**src/rtl/tmr_pkg.sv**
```systemverilog
// ----------------------------------------------------------------------------
// Timer table package
// Shared widths, command and status codes, and the arithmetic unit request.
// ----------------------------------------------------------------------------
package tmr_pkg;

    localparam int DATA_W          = 32;
    localparam int CMD_W           = 3;
    localparam int SLOT_W          = 5;
    localparam int STATUS_W        = 2;
    localparam int CNT_W           = 6;
    localparam int WIDE_IDX_W      = 9;
    localparam int NUM_SLOTS_DEF   = 32;
    localparam int MAX_RESULTS     = 32;

    localparam logic [DATA_W-1:0] MIN_TIMEOUT_RST = 32'd5;

    localparam logic [CMD_W-1:0] CMD_CREATE   = 3'd0;
    localparam logic [CMD_W-1:0] CMD_START    = 3'd1;
    localparam logic [CMD_W-1:0] CMD_STOP     = 3'd2;
    localparam logic [CMD_W-1:0] CMD_STOP_ALL = 3'd3;
    localparam logic [CMD_W-1:0] CMD_TICK     = 3'd4;

    localparam logic [STATUS_W-1:0] STATUS_OK      = 2'd0;
    localparam logic [STATUS_W-1:0] STATUS_INVALID = 2'd1;

    typedef struct packed {
        logic [DATA_W-1:0] a;
        logic [DATA_W-1:0] b;
        logic              sub;
    } tmr_alu_req_t;

endpackage

```
**src/rtl/tmr_alu.sv**
```systemverilog
// ----------------------------------------------------------------------------
// Timer table adder
// Shared 32-bit add/subtract unit; carry out on subtract means a >= b.
// ----------------------------------------------------------------------------
module tmr_alu
    import tmr_pkg::*;
(
    input  tmr_alu_req_t      req,
    output logic [DATA_W-1:0] sum,
    output logic              carry
);

    logic [DATA_W-1:0] b_op;
    logic [DATA_W:0]   total;

    assign b_op  = req.sub ? ~req.b : req.b;
    assign total = {1'b0, req.a} + {1'b0, b_op} + {{DATA_W{1'b0}}, req.sub};
    assign sum   = total[DATA_W-1:0];
    assign carry = total[DATA_W];

endmodule

```
**src/rtl/tmr_mem.sv**
```systemverilog
// ----------------------------------------------------------------------------
// Timer table slot memory
// Start time and period per slot, one write port, one registered read port.
// ----------------------------------------------------------------------------
module tmr_mem
    import tmr_pkg::*;
#(
    parameter int DEPTH = NUM_SLOTS_DEF,
    parameter int AW    = 5
)
(
    input  logic              clk,
    input  logic              start_we,
    input  logic              period_we,
    input  logic [AW-1:0]     waddr,
    input  logic [DATA_W-1:0] start_wdata,
    input  logic [DATA_W-1:0] period_wdata,
    input  logic [AW-1:0]     raddr,
    output logic [DATA_W-1:0] start_rdata,
    output logic [DATA_W-1:0] period_rdata
);

    logic [DATA_W-1:0] start_mem  [DEPTH];
    logic [DATA_W-1:0] period_mem [DEPTH];

    always_ff @(posedge clk)
    begin
        if (start_we)
        begin
            start_mem[waddr] <= start_wdata;
        end
        if (period_we)
        begin
            period_mem[waddr] <= period_wdata;
        end
    end

    always_ff @(posedge clk)
    begin
        start_rdata  <= start_mem[raddr];
        period_rdata <= period_mem[raddr];
    end

endmodule

```
**src/rtl/multi_slot_software_timer_table.sv**
```systemverilog
// Commands: create, start, stop, stop all and unknown commands show their one
//   result from the EXEC state through the output register, once it is free.
// Tick: each created slot passes SCAN, an enabled one also ELAP and CMP, and one
//   that fires also UPD and RPT before FLUSH; the 32-bit adder is shared.
// Throughput: one item at a time; ready returns once the last result is loaded.
// Reset: all slots disabled, no slots created, min_timeout 5; no clearing pass.
// ----------------------------------------------------------------------------
// Multi-slot software timer table
// Sequencer around a shared adder and a slot memory; emits fires in slot order.
// ----------------------------------------------------------------------------
module multi_slot_software_timer_table
    import tmr_pkg::*;
#(
    parameter int NUM_SLOTS = NUM_SLOTS_DEF
)
(
    input  logic                clk,
    input  logic                rst_n,
    input  logic                cfg_wr_en,
    input  logic [DATA_W-1:0]   cfg_wr_data,
    input  logic                in_valid,
    output logic                in_ready,
    input  logic [CMD_W-1:0]    command,
    input  logic [SLOT_W-1:0]   slot,
    input  logic                repeat_mode,
    input  logic [DATA_W-1:0]   period,
    input  logic [DATA_W-1:0]   now,
    output logic                out_valid,
    input  logic                out_ready,
    output logic [STATUS_W-1:0] status,
    output logic [SLOT_W-1:0]   slot_out,
    output logic                fired,
    output logic                last
);

    localparam int AW = (NUM_SLOTS > 1) ? $clog2(NUM_SLOTS) : 1;
    localparam int CW = $clog2(NUM_SLOTS + 1);

    localparam logic [2:0] S_IDLE  = 3'd0;
    localparam logic [2:0] S_EXEC  = 3'd1;
    localparam logic [2:0] S_SCAN  = 3'd2;
    localparam logic [2:0] S_ELAP  = 3'd3;
    localparam logic [2:0] S_CMP   = 3'd4;
    localparam logic [2:0] S_UPD   = 3'd5;
    localparam logic [2:0] S_RPT   = 3'd6;
    localparam logic [2:0] S_FLUSH = 3'd7;

    logic [2:0]           state_reg, state_next;
    logic [DATA_W-1:0]    min_timeout_reg;
    logic [CMD_W-1:0]     cmd_reg;
    logic [SLOT_W-1:0]    slot_reg;
    logic                 repeat_reg;
    logic [DATA_W-1:0]    period_reg;
    logic [DATA_W-1:0]    now_reg;
    logic [CW-1:0]        created_reg, created_next;
    logic [CW-1:0]        idx_reg, idx_next;
    logic [CNT_W-1:0]     count_reg, count_next;
    logic                 pend_valid_reg, pend_valid_next;
    logic [SLOT_W-1:0]    pend_slot_reg, pend_slot_next;
    logic [DATA_W-1:0]    elapsed_reg, elapsed_next;
    logic [NUM_SLOTS-1:0] enabled_reg, enabled_next;
    logic [NUM_SLOTS-1:0] repeating_reg;

    logic                 out_valid_reg, out_valid_next;
    logic [STATUS_W-1:0]  status_reg, status_next;
    logic [SLOT_W-1:0]    slot_out_reg, slot_out_next;
    logic                 fired_reg, fired_next;
    logic                 last_reg, last_next;

    logic                 accept;
    logic                 out_free;
    logic                 rep_we;
    logic [AW-1:0]        idx_lo;
    logic [AW-1:0]        slot_lo;
    logic                 slot_known;

    tmr_alu_req_t         alu_req;
    logic [DATA_W-1:0]    alu_sum;
    logic                 alu_carry;

    logic                 mem_start_we;
    logic                 mem_period_we;
    logic [AW-1:0]        mem_waddr;
    logic [DATA_W-1:0]    mem_start_wdata;
    logic [DATA_W-1:0]    start_rd;
    logic [DATA_W-1:0]    period_rd;

    assign in_ready   = (state_reg == S_IDLE);
    assign accept     = in_valid && in_ready;
    assign out_free   = !out_valid_reg || out_ready;
    assign idx_lo     = idx_reg[AW-1:0];
    assign slot_lo    = AW'(slot_reg);
    assign slot_known = (WIDE_IDX_W'(slot_reg) < WIDE_IDX_W'(created_reg));

    assign out_valid = out_valid_reg;
    assign status    = status_reg;
    assign slot_out  = slot_out_reg;
    assign fired     = fired_reg;
    assign last      = last_reg;

    tmr_alu u_alu
    (
        .req   (alu_req),
        .sum   (alu_sum),
        .carry (alu_carry)
    );

    tmr_mem #(
        .DEPTH (NUM_SLOTS),
        .AW    (AW)
    ) u_mem
    (
        .clk          (clk),
        .start_we     (mem_start_we),
        .period_we    (mem_period_we),
        .waddr        (mem_waddr),
        .start_wdata  (mem_start_wdata),
        .period_wdata (period_reg),
        .raddr        (idx_lo),
        .start_rdata  (start_rd),
        .period_rdata (period_rd)
    );

    always_comb
    begin
        alu_req.sub = 1'b1;
        case (state_reg)
            S_ELAP:
            begin
                alu_req.a = now_reg;
                alu_req.b = start_rd;
            end
            S_CMP:
            begin
                alu_req.a = elapsed_reg;
                alu_req.b = period_rd;
            end
            S_UPD:
            begin
                alu_req.a   = start_rd;
                alu_req.b   = period_rd;
                alu_req.sub = 1'b0;
            end
            default:
            begin
                alu_req.a = period_reg;
                alu_req.b = min_timeout_reg;
            end
        endcase
    end

    always_comb
    begin
        state_next      = state_reg;
        created_next    = created_reg;
        idx_next        = idx_reg;
        count_next      = count_reg;
        pend_valid_next = pend_valid_reg;
        pend_slot_next  = pend_slot_reg;
        elapsed_next    = elapsed_reg;
        enabled_next    = enabled_reg;
        rep_we          = 1'b0;
        mem_start_we    = 1'b0;
        mem_period_we   = 1'b0;
        mem_waddr       = slot_lo;
        mem_start_wdata = now_reg;
        out_valid_next  = out_valid_reg && !out_ready;
        status_next     = status_reg;
        slot_out_next   = slot_out_reg;
        fired_next      = fired_reg;
        last_next       = last_reg;

        case (state_reg)
            S_IDLE:
            begin
                if (accept)
                begin
                    state_next = S_EXEC;
                end
            end
            S_EXEC:
            begin
                if (cmd_reg == CMD_TICK)
                begin
                    idx_next        = '0;
                    count_next      = '0;
                    pend_valid_next = 1'b0;
                    state_next      = S_SCAN;
                end
                else if (out_free)
                begin
                    out_valid_next = 1'b1;
                    status_next    = STATUS_INVALID;
                    slot_out_next  = '0;
                    fired_next     = 1'b0;
                    last_next      = 1'b1;
                    state_next     = S_IDLE;
                    case (cmd_reg)
                        CMD_CREATE:
                        begin
                            if (created_reg < CW'(NUM_SLOTS))
                            begin
                                rep_we        = 1'b1;
                                status_next   = STATUS_OK;
                                slot_out_next = SLOT_W'(created_reg);
                                created_next  = created_reg + 1'b1;
                            end
                        end
                        CMD_START:
                        begin
                            if (alu_carry && slot_known)
                            begin
                                mem_start_we          = 1'b1;
                                mem_period_we         = 1'b1;
                                enabled_next[slot_lo] = 1'b1;
                                status_next           = STATUS_OK;
                            end
                        end
                        CMD_STOP:
                        begin
                            if (slot_known)
                            begin
                                enabled_next[slot_lo] = 1'b0;
                                status_next           = STATUS_OK;
                            end
                        end
                        CMD_STOP_ALL:
                        begin
                            enabled_next = '0;
                            status_next  = STATUS_OK;
                        end
                        default:
                        begin
                            status_next = STATUS_INVALID;
                        end
                    endcase
                end
            end
            S_SCAN:
            begin
                if (idx_reg >= created_reg)
                begin
                    state_next = S_FLUSH;
                end
                else if (!enabled_reg[idx_lo])
                begin
                    idx_next = idx_reg + 1'b1;
                end
                else
                begin
                    state_next = S_ELAP;
                end
            end
            S_ELAP:
            begin
                elapsed_next = alu_sum;
                state_next   = S_CMP;
            end
            S_CMP:
            begin
                if (alu_carry)
                begin
                    state_next = S_UPD;
                end
                else
                begin
                    idx_next   = idx_reg + 1'b1;
                    state_next = S_SCAN;
                end
            end
            S_UPD:
            begin
                mem_start_we    = 1'b1;
                mem_waddr       = idx_lo;
                mem_start_wdata = alu_sum;
                if (!repeating_reg[idx_lo])
                begin
                    enabled_next[idx_lo] = 1'b0;
                end
                state_next = S_RPT;
            end
            S_RPT:
            begin
                if (count_reg >= CNT_W'(MAX_RESULTS))
                begin
                    idx_next   = idx_reg + 1'b1;
                    state_next = S_SCAN;
                end
                else if (!pend_valid_reg || out_free)
                begin
                    if (pend_valid_reg)
                    begin
                        out_valid_next = 1'b1;
                        status_next    = STATUS_OK;
                        slot_out_next  = pend_slot_reg;
                        fired_next     = 1'b1;
                        last_next      = 1'b0;
                    end
                    pend_valid_next = 1'b1;
                    pend_slot_next  = SLOT_W'(idx_reg);
                    count_next      = count_reg + 1'b1;
                    idx_next        = idx_reg + 1'b1;
                    state_next      = S_SCAN;
                end
            end
            S_FLUSH:
            begin
                if (out_free)
                begin
                    out_valid_next  = 1'b1;
                    status_next     = STATUS_OK;
                    slot_out_next   = pend_valid_reg ? pend_slot_reg : '0;
                    fired_next      = pend_valid_reg;
                    last_next       = 1'b1;
                    pend_valid_next = 1'b0;
                    state_next      = S_IDLE;
                end
            end
            default:
            begin
                state_next = S_IDLE;
            end
        endcase
    end

    always_ff @(posedge clk or negedge rst_n)
    begin
        if (!rst_n)
        begin
            state_reg       <= S_IDLE;
            min_timeout_reg <= MIN_TIMEOUT_RST;
            created_reg     <= '0;
            idx_reg         <= '0;
            count_reg       <= '0;
            pend_valid_reg  <= 1'b0;
            enabled_reg     <= '0;
            out_valid_reg   <= 1'b0;
        end
        else
        begin
            state_reg      <= state_next;
            created_reg    <= created_next;
            idx_reg        <= idx_next;
            count_reg      <= count_next;
            pend_valid_reg <= pend_valid_next;
            enabled_reg    <= enabled_next;
            out_valid_reg  <= out_valid_next;
            if (cfg_wr_en)
            begin
                min_timeout_reg <= cfg_wr_data;
            end
        end
    end

    always_ff @(posedge clk)
    begin
        if (accept)
        begin
            cmd_reg    <= command;
            slot_reg   <= slot;
            repeat_reg <= repeat_mode;
            period_reg <= period;
            now_reg    <= now;
        end
        if (rep_we)
        begin
            repeating_reg[created_reg[AW-1:0]] <= repeat_reg;
        end
        pend_slot_reg <= pend_slot_next;
        elapsed_reg   <= elapsed_next;
        status_reg    <= status_next;
        slot_out_reg  <= slot_out_next;
        fired_reg     <= fired_next;
        last_reg      <= last_next;
    end

endmodule

```
**config.mk**
```make
export PLATFORM = sky130hd
export DESIGN_NAME = multi_slot_software_timer_table
export DESIGN_NICKNAME = d
export VERILOG_FILES = /design/src/rtl/tmr_pkg.sv /design/src/rtl/tmr_alu.sv /design/src/rtl/tmr_mem.sv /design/src/rtl/multi_slot_software_timer_table.sv
export SDC_FILE = /design/constraint.sdc
export NUM_CORES = 2
export LEC_CHECK = 0
export BUFFER_PORTS_ARGS = -buffer_cell sky130_fd_sc_hd__buf_4
export CAP_MARGIN = 10
export CORE_ASPECT_RATIO = 0.9
export CORE_MARGIN = 3
export CORE_UTILIZATION = 59
export CTS_BUF_LIST = sky130_fd_sc_hd__clkbuf_2 sky130_fd_sc_hd__clkbuf_4 sky130_fd_sc_hd__clkbuf_8
export DETAILED_ROUTE_END_ITERATION = 16
export PLACE_DENSITY = 0.78
export SETUP_SLACK_MARGIN = 0.02
export SLEW_MARGIN = 25
export SYNTH_ARGS = -nofsm -noshare
export SYNTH_HDL_FRONTEND = slang
export SYNTH_SLANG_ARGS = --single-unit
```
**constraint.sdc**
```tcl
create_clock -name clk -period 5.8 [get_ports clk]
set_input_delay 0.58 -clock clk [delete_from_list [all_inputs] [get_ports clk]]
set_output_delay 0.58 -clock clk [all_outputs]
set_load 0.01 [all_outputs]
```
Word-level counts from Yosys, hierarchy flattened
Memories as Yosys holds them, arrays and structs flattened. A register that Yosys moved wholly into a read port is not among the register bits. Index checks and enable logic that the tools add are counted.

Reduce and logical (&&, ||, !) cells: 26. Bitwise logic cells: 8. Mux-type cells: 101. Magnitude comparators: 10. Equal/unequal tests: 28. Add/subtract/negate cells: 5.

Operators by type and width (number): two-way mux 32 bit (7); case mux 64 bit (3 select lines) (1); NOT 32 bit (3); case mux 32 bit (3 select lines) (1); AND 32 bit (2); case mux 32 bit (2 select lines) (1); two-way mux 5 bit (10); two-way mux 6 bit (8); two-way mux 1 bit (42); adder 32 x 32 -> 33 bit (1); adder 33 x 1 -> 33 bit (1); bitwise mux 32 bit (1); OR 32 bit (1); two-way mux 3 bit (8); case mux 3 bit (8 select lines) (1); case mux 6 bit (4 select lines) (1); inequality test 2 bit, second input constant (11); adder 6 x 1 -> 6 bit, second input constant (3); < comparator 5 x 6 -> 1 bit, second input constant (3); demux 1 bit (select 5 bit) (3); == test 3 bit, second input constant (5); >= comparator 5 x 1 -> 1 bit, second input constant (3); case mux 5 bit (3 select lines) (1); AND reduction 5 bit (3); other kinds (28) (57).

Bits in writable memories: 2048. Memories: 2. Word-level logic and storage cells: 200. Bits of input ports: 110. Register bits: 238. Output and inout bits: 11.

Memory list: u_mem.period_mem (depth 32, width 32, rd ports 1, clocked after memory_dff 1, wr ports 1, line tmr_mem.sv:24) `logic [DATA_W-1:0] period_mem [DEPTH];`; u_mem.start_mem (depth 32, width 32, rd ports 1, clocked after memory_dff 1, wr ports 1, line tmr_mem.sv:23) `logic [DATA_W-1:0] start_mem [DEPTH];`.

Longest topological paths before layout
Word-level depth: 14. Depth in mapped cells: 23. Depth with buffers taken out: 17.

Modules after synthesis
From an unflattened synthesis, not the netlist that was laid out.

Cells, all modules: 4653. Area, all modules: 93858.8 um^2.

Modules (own cells, without submodules): tmr_mem (area an instance 79130.9 um^2, seq. area each 62780.2 um^2, cells an instance 3164, instances 1); multi_slot_software_timer_table (area an instance 12590.8 um^2, seq. area each 6683.9 um^2, cells an instance 1195, instances 1); tmr_alu (area an instance 2137.0 um^2, seq. area each 0.0 um^2, cells an instance 294, instances 1).

Least setup slack after synthesis
OpenSTA, ideal clock, no wires.

Kind: reg2reg. Start point: reg state_reg[1]. End point: mem u_mem.period_mem[2][0] (enable). Stages on the path, launching flop included: 19. Library setup time: 461 ps. Setup slack: -473 ps. Data arrival time: 5812 ps. Buffers on the path: 5. Clock period less this slack: 6273 ps. Required time: 5339 ps. Cells stage by stage: dfrtp_1 > clkbuf_1 > clkbuf_1 > clkbuf_1 > nor2_1 > a21oi_1 > clkbuf_1 > o221ai_1 > ha_1 > clkbuf_1 > o21a_1 > nor2_1 > o21ai_0 > nand4_1 > a21oi_1 > nor2_1 > nor2_1 > nand3_1 > nor3_1.

Longest elaborated chain between the ends: 14. Elaborated cells between the ends (all ways): 19. Classes of those cells: 2 x add/sub; 4 x eq/ne; 11 x mux; 1 x bitwise; 1 x reduce/logical.

RTL lines: start: declaration (line multi_slot_software_timer_table.sv:48) `logic [2:0] state_reg, state_next;`; start signal: assignment (line multi_slot_software_timer_table.sv:341) `state_reg <= state_next;`; == test 3 bit, or another cell as far along (line multi_slot_software_timer_table.sv:127, multi_slot_software_timer_table.sv:173); case mux 64 bit (3 select lines) (line multi_slot_software_timer_table.sv:127) `case (state_reg)`; NOT 32 bit (line tmr_alu.sv:16) `assign b_op = req.sub ? ~req.b : req.b;`; two-way mux 32 bit (line tmr_alu.sv:16); adder 32 x 32 -> 33 bit (line tmr_alu.sv:17) `assign total = {1'b0, req.a} + {1'b0, b_op} + {{DATA_W{1'b0}}, req.sub};`; adder 33 x 1 -> 33 bit (line tmr_alu.sv:17); logical AND 1 bit (line multi_slot_software_timer_table.sv:211) `if (alu_carry && slot_known)`; two-way mux 1 bit (line multi_slot_software_timer_table.sv:211); two-way mux 1 bit (line multi_slot_software_timer_table.sv:198) `case (cmd_reg)`; two-way mux 1 bit (line multi_slot_software_timer_table.sv:190) `else if (out_free)`; two-way mux 1 bit (line multi_slot_software_timer_table.sv:183) `if (cmd_reg == CMD_TICK)`; two-way mux 1 bit (line multi_slot_software_timer_table.sv:173) `case (state_reg)`; two-way mux 1 bit (line tmr_mem.sv:32) `if (period_we)`; two-way mux 1 bit (implied by the code) (line tmr_mem.sv:34) `period_mem[waddr] <= period_wdata;`; end: declaration (line tmr_mem.sv:24).

Several ways; a longest one is shown, not always the timed one.

Worst setup path after layout
Start point: reg state_reg[2]. End point: mem u_mem.period_mem[13][19] (enable).

The elaborated chain is that of the path after synthesis.

==> impl_metrics.yaml <==
logic_synthesis:
  yosysWarningCount: 0
  ys_types: 74
  synthCells: 4783
  synth_largest_area_cell: "edfxtp_1"
  synth_top_area_share_pct: 71.18
  syn_area_sq_mm: 0.09273
  synth_seq_cells: 2349
  async_flop_share_pct: 3.704
  synth_edf_count: 2198
  ys.flop_type: "edfxtp_1"
  yosysSeqAreaShare_pct: 74.91
  synthesis.nets: 4945
  avgSynthCellArea_sq_um: 19.39
  synth.top_cells.by_area: "edfxtp_1 71%, mux4_2 13%, dfrtp_1 2.3%"
setup_path:
  cp_cell_sequence: "buf_4 -> nor2_1 -> a21oi_4 -> buf_12 -> o221ai_1 -> fa_1 -> a21o_1 -> a21oi_1 -> o211ai_1 -> nand4_1 -> a21oi_1 -> nor2_1 -> nor2_1 -> o21ai_2 -> nor2_4 -> buf_4"
  r2r_slack_ps: 370
  critical_path_required_ps: 6450
  startpoint_type: "flip-flop"
  critPathArrivalTime_ps: 6080
  crit_family: "simple AND/OR/NAND/NOR gates"
  r2r_end: "u_mem.period_mem[13][19]$_DFFE_PP_"
  crit_top_cell: "nor2_1"
  ff2ff_path_depth: 16
  cp_num_buf_inv: 3
  crit_path_top_delay_cell: "nor2_4"
  slowest_delay_ps: 760
  cp_max_fo: 20
  cp-end-kind: "flip-flop"
  worstReg2RegStart: "state_reg[2]$_DFFE_PN0P_"
  critPathKind: "flip-flop to flip-flop"
cells_and_area:
  reg_top3: "u_mem.period_mem x1024, u_mem.start_mem x1024"
  final_cell_mix: "2198 x edfxtp_1, 517 x mux4_2, 389 x clkbuf_8"
  final_nets: 5444
  syn_to_final_growth_pct: 13.98
  final_area_sq_mm: 0.1057
  post-route-util_pct: 67.98
  final_common_cell: "edfxtp_1"
  drive_gt1_share_pct: 28.03
clocking:
  path_clk_slew_ps: 60
  htreeDepth: 5
  postCtsSetupBuffers: 0
  cts.sinks: 2349
  cts-resized-gates: 0
  cts-buffers-inserted: 369
  cts_tree: "yes"
  clockBufferDepth: 4
  cts_root_buf: "clkbuf_8"
  clk_latency_ps: 1070
sta:
  setup_slack_ps: 372.2
  finalSetupViolations: 0
  finalCriticalPeriod_ps: 5428
  fin_skew_ps: 100.1
  grt_setup_unrepaired: "false"
  fmax_ghz: 0.1842
  hold_viol: 0
  maxSlewHeadroom_pct: 27.00
  tightest_slew_ps: 1092
  post-route-period-util_pct: 93.58
  timing.setup.tns_ps: 0
  finalMaxSlewViolations: 0
drt:
  first_iter_violations: 7874
  drc: 0
  ant_nets: 0
  first_pass_iters: 7
  routed_via_density: 6.793
  vias: 51912
  wl_per_cell_um: 32.69
  totalWireLength_um: 249800
place:
  gp_congestion: 0.9348
  dp_hpwl_um: 151100
  io_buffers: 119
  dpl_cell_area_sq_mm: 0.09756
  pre_cts_slack_ps: 524.8
power_and_ir_drop:
  p_leak_uw: 0.03368
  peakVddDrop_mv: 0.2385
  p_per_area_mw_per_mm2: 304.6
  finalPower_uw: 32190
global_route:
  use_met3_pct: 6.929
  gr-max-usage-layer: "met2"
  gr-usage-met1_pct: 43.45
  grt_overflow_total: 0
  grt_max_degree: 100
  grtUsageTotal_pct: 31.14
  antenna_found_initial: 8
  grt_pass1_wl_um: 361800
  met2_usage_pct: 47.07
  grt_pass1_vias: 51582
floorplanning:
  start_util_pct: 59.64
  ioPinCount: 121
  die_x_um: 423.9
  fp-row-count: 137
  die_y_um: 382.1
  die-area_sq_mm: 0.1620
  fp.coreArea_sq_mm: 0.1555
worst_hold_path:
  hp-class: "input port to asynchronous set/reset pin"
run:
  max-cap-violations: 0
run_status:
  status: "completed"
==> power breakdown <==
| part | internal [uW] | leakage, uW | switching [uW] |
|---|---|---|---|
| logic | 217 | 0.00861 | 252 |
| registers | 18300 | 0.0214 | 26.7 |
| clock network | 7180 | 0.00371 | 6220 |
==> how the worst max path moves through the flow <==
stage	cells after the start	endpoint	slack, ps	from
3_5_place_dp	15	u_mem.period_mem[15][18]$_DFFE_PP_	520	state_reg[1]$_DFFE_PN0P_
6_report	16	u_mem.period_mem[13][19]$_DFFE_PP_	370	state_reg[2]$_DFFE_PN0P_
2_1_floorplan	19	u_mem.start_mem[2][0]$_DFFE_PP_	230	state_reg[1]$_DFFE_PN0P_
3_3_place_gp	17	u_mem.start_mem[6][28]$_DFFE_PP_	570	state_reg[1]$_DFFE_PN0P_
5_1_grt	17	u_mem.period_mem[15][28]$_DFFE_PP_	150	state_reg[2]$_DFFE_PN0P_
4_1_cts	16	u_mem.period_mem[15][14]$_DFFE_PP_	460	state_reg[2]$_DFFE_PN0P_
==> cells in the mapped netlist, types with 14 or more instances <==
master / instances
a21o_1: 17
a21oi_1: 116
a221oi_1: 32
a22oi_1: 136
buf_1: 27
buf_2: 67
clkbuf_1: 181
dfrtp_1: 85
dfxtp_1: 64
edfxtp_1: 2198
ha_1: 51
inv_1: 24
mux2_2: 63
mux2i_1: 129
mux4_2: 517
nand2_1: 191
nand2b_1: 43
nand3_1: 31
nand4_1: 31
nor2_1: 237
nor2b_1: 14
nor3_1: 15
o211ai_1: 54
o21ai_0: 243
o221ai_1: 36
xnor2_1: 25
xor2_1: 15
==> worst reg2reg max path, delay by kind of cell, from the launching register on <==
kind / cells / cell delay (ps)
simple gates: 5 / 1810
fa+ha+maj: 1 / 300
buf+inv: 3 / 890
compound gates: 7 / 1540
flops: 1 / 480
==> cells by family (layout without fill, tap and decap cells) <==
kind of cell | count (synthesis) | count (layout) | synth area share [%]
mux | 711 | 711 | 14.74
simple gates | 598 | 598 | 2.839
flops | 2349 | 2349 | 74.91
other cells | 1 | 7 | 0.004044
fa+ha+maj | 52 | 52 | 0.7097
compound gates | 727 | 727 | 5.065
buf+inv | 305 | 1073 | 1.353
xor+xnor | 40 | 40 | 0.3778
==> layer usage <==
| metal | share of wire [%] | wire length, um |
|---|---|---|
| met1 | 36 | 89790 |
| met2 | 47 | 116900 |
| met3 | 12 | 28880 |
| met4 | 5.7 | 14260 |
| met5 | 0 | 0 |
==> layout make-up <==
type	instances	area, sq um
Sequential cell	2349	69490
Fill cell	9391	49790
Multi-Input combinational cell	2129	22620
Clock buffer	518	6322
Timing Repair Buffer	407	3877
Tap cell	2085	2609
Clock inverter	122	656.9
Inverter	26	97.59
Antenna cell	6	15.01
==> repair_timing <==
item / in CTS / in global routing
endpoints found under the hold margin: 132 / 0
hold buffers: 109 / 0
setup endpoints to repair: 0 / 0
==> stage by stage <==
| step | std cells | hold WS (ps) |
|---|---|---|
| 2_1_floorplan | 4783 | 284.4 |
| 3_3_place_gp | 6863 | 474.7 |
| 3_5_place_dp | 6886 | 480.8 |
| 4_1_cts | 7635 | 12.13 |
| 5_1_grt | 7641 | 41.57 |
| 6_report | 7642 | 77.26 |
Note: power is estimated with default switching activity, not from simulation.
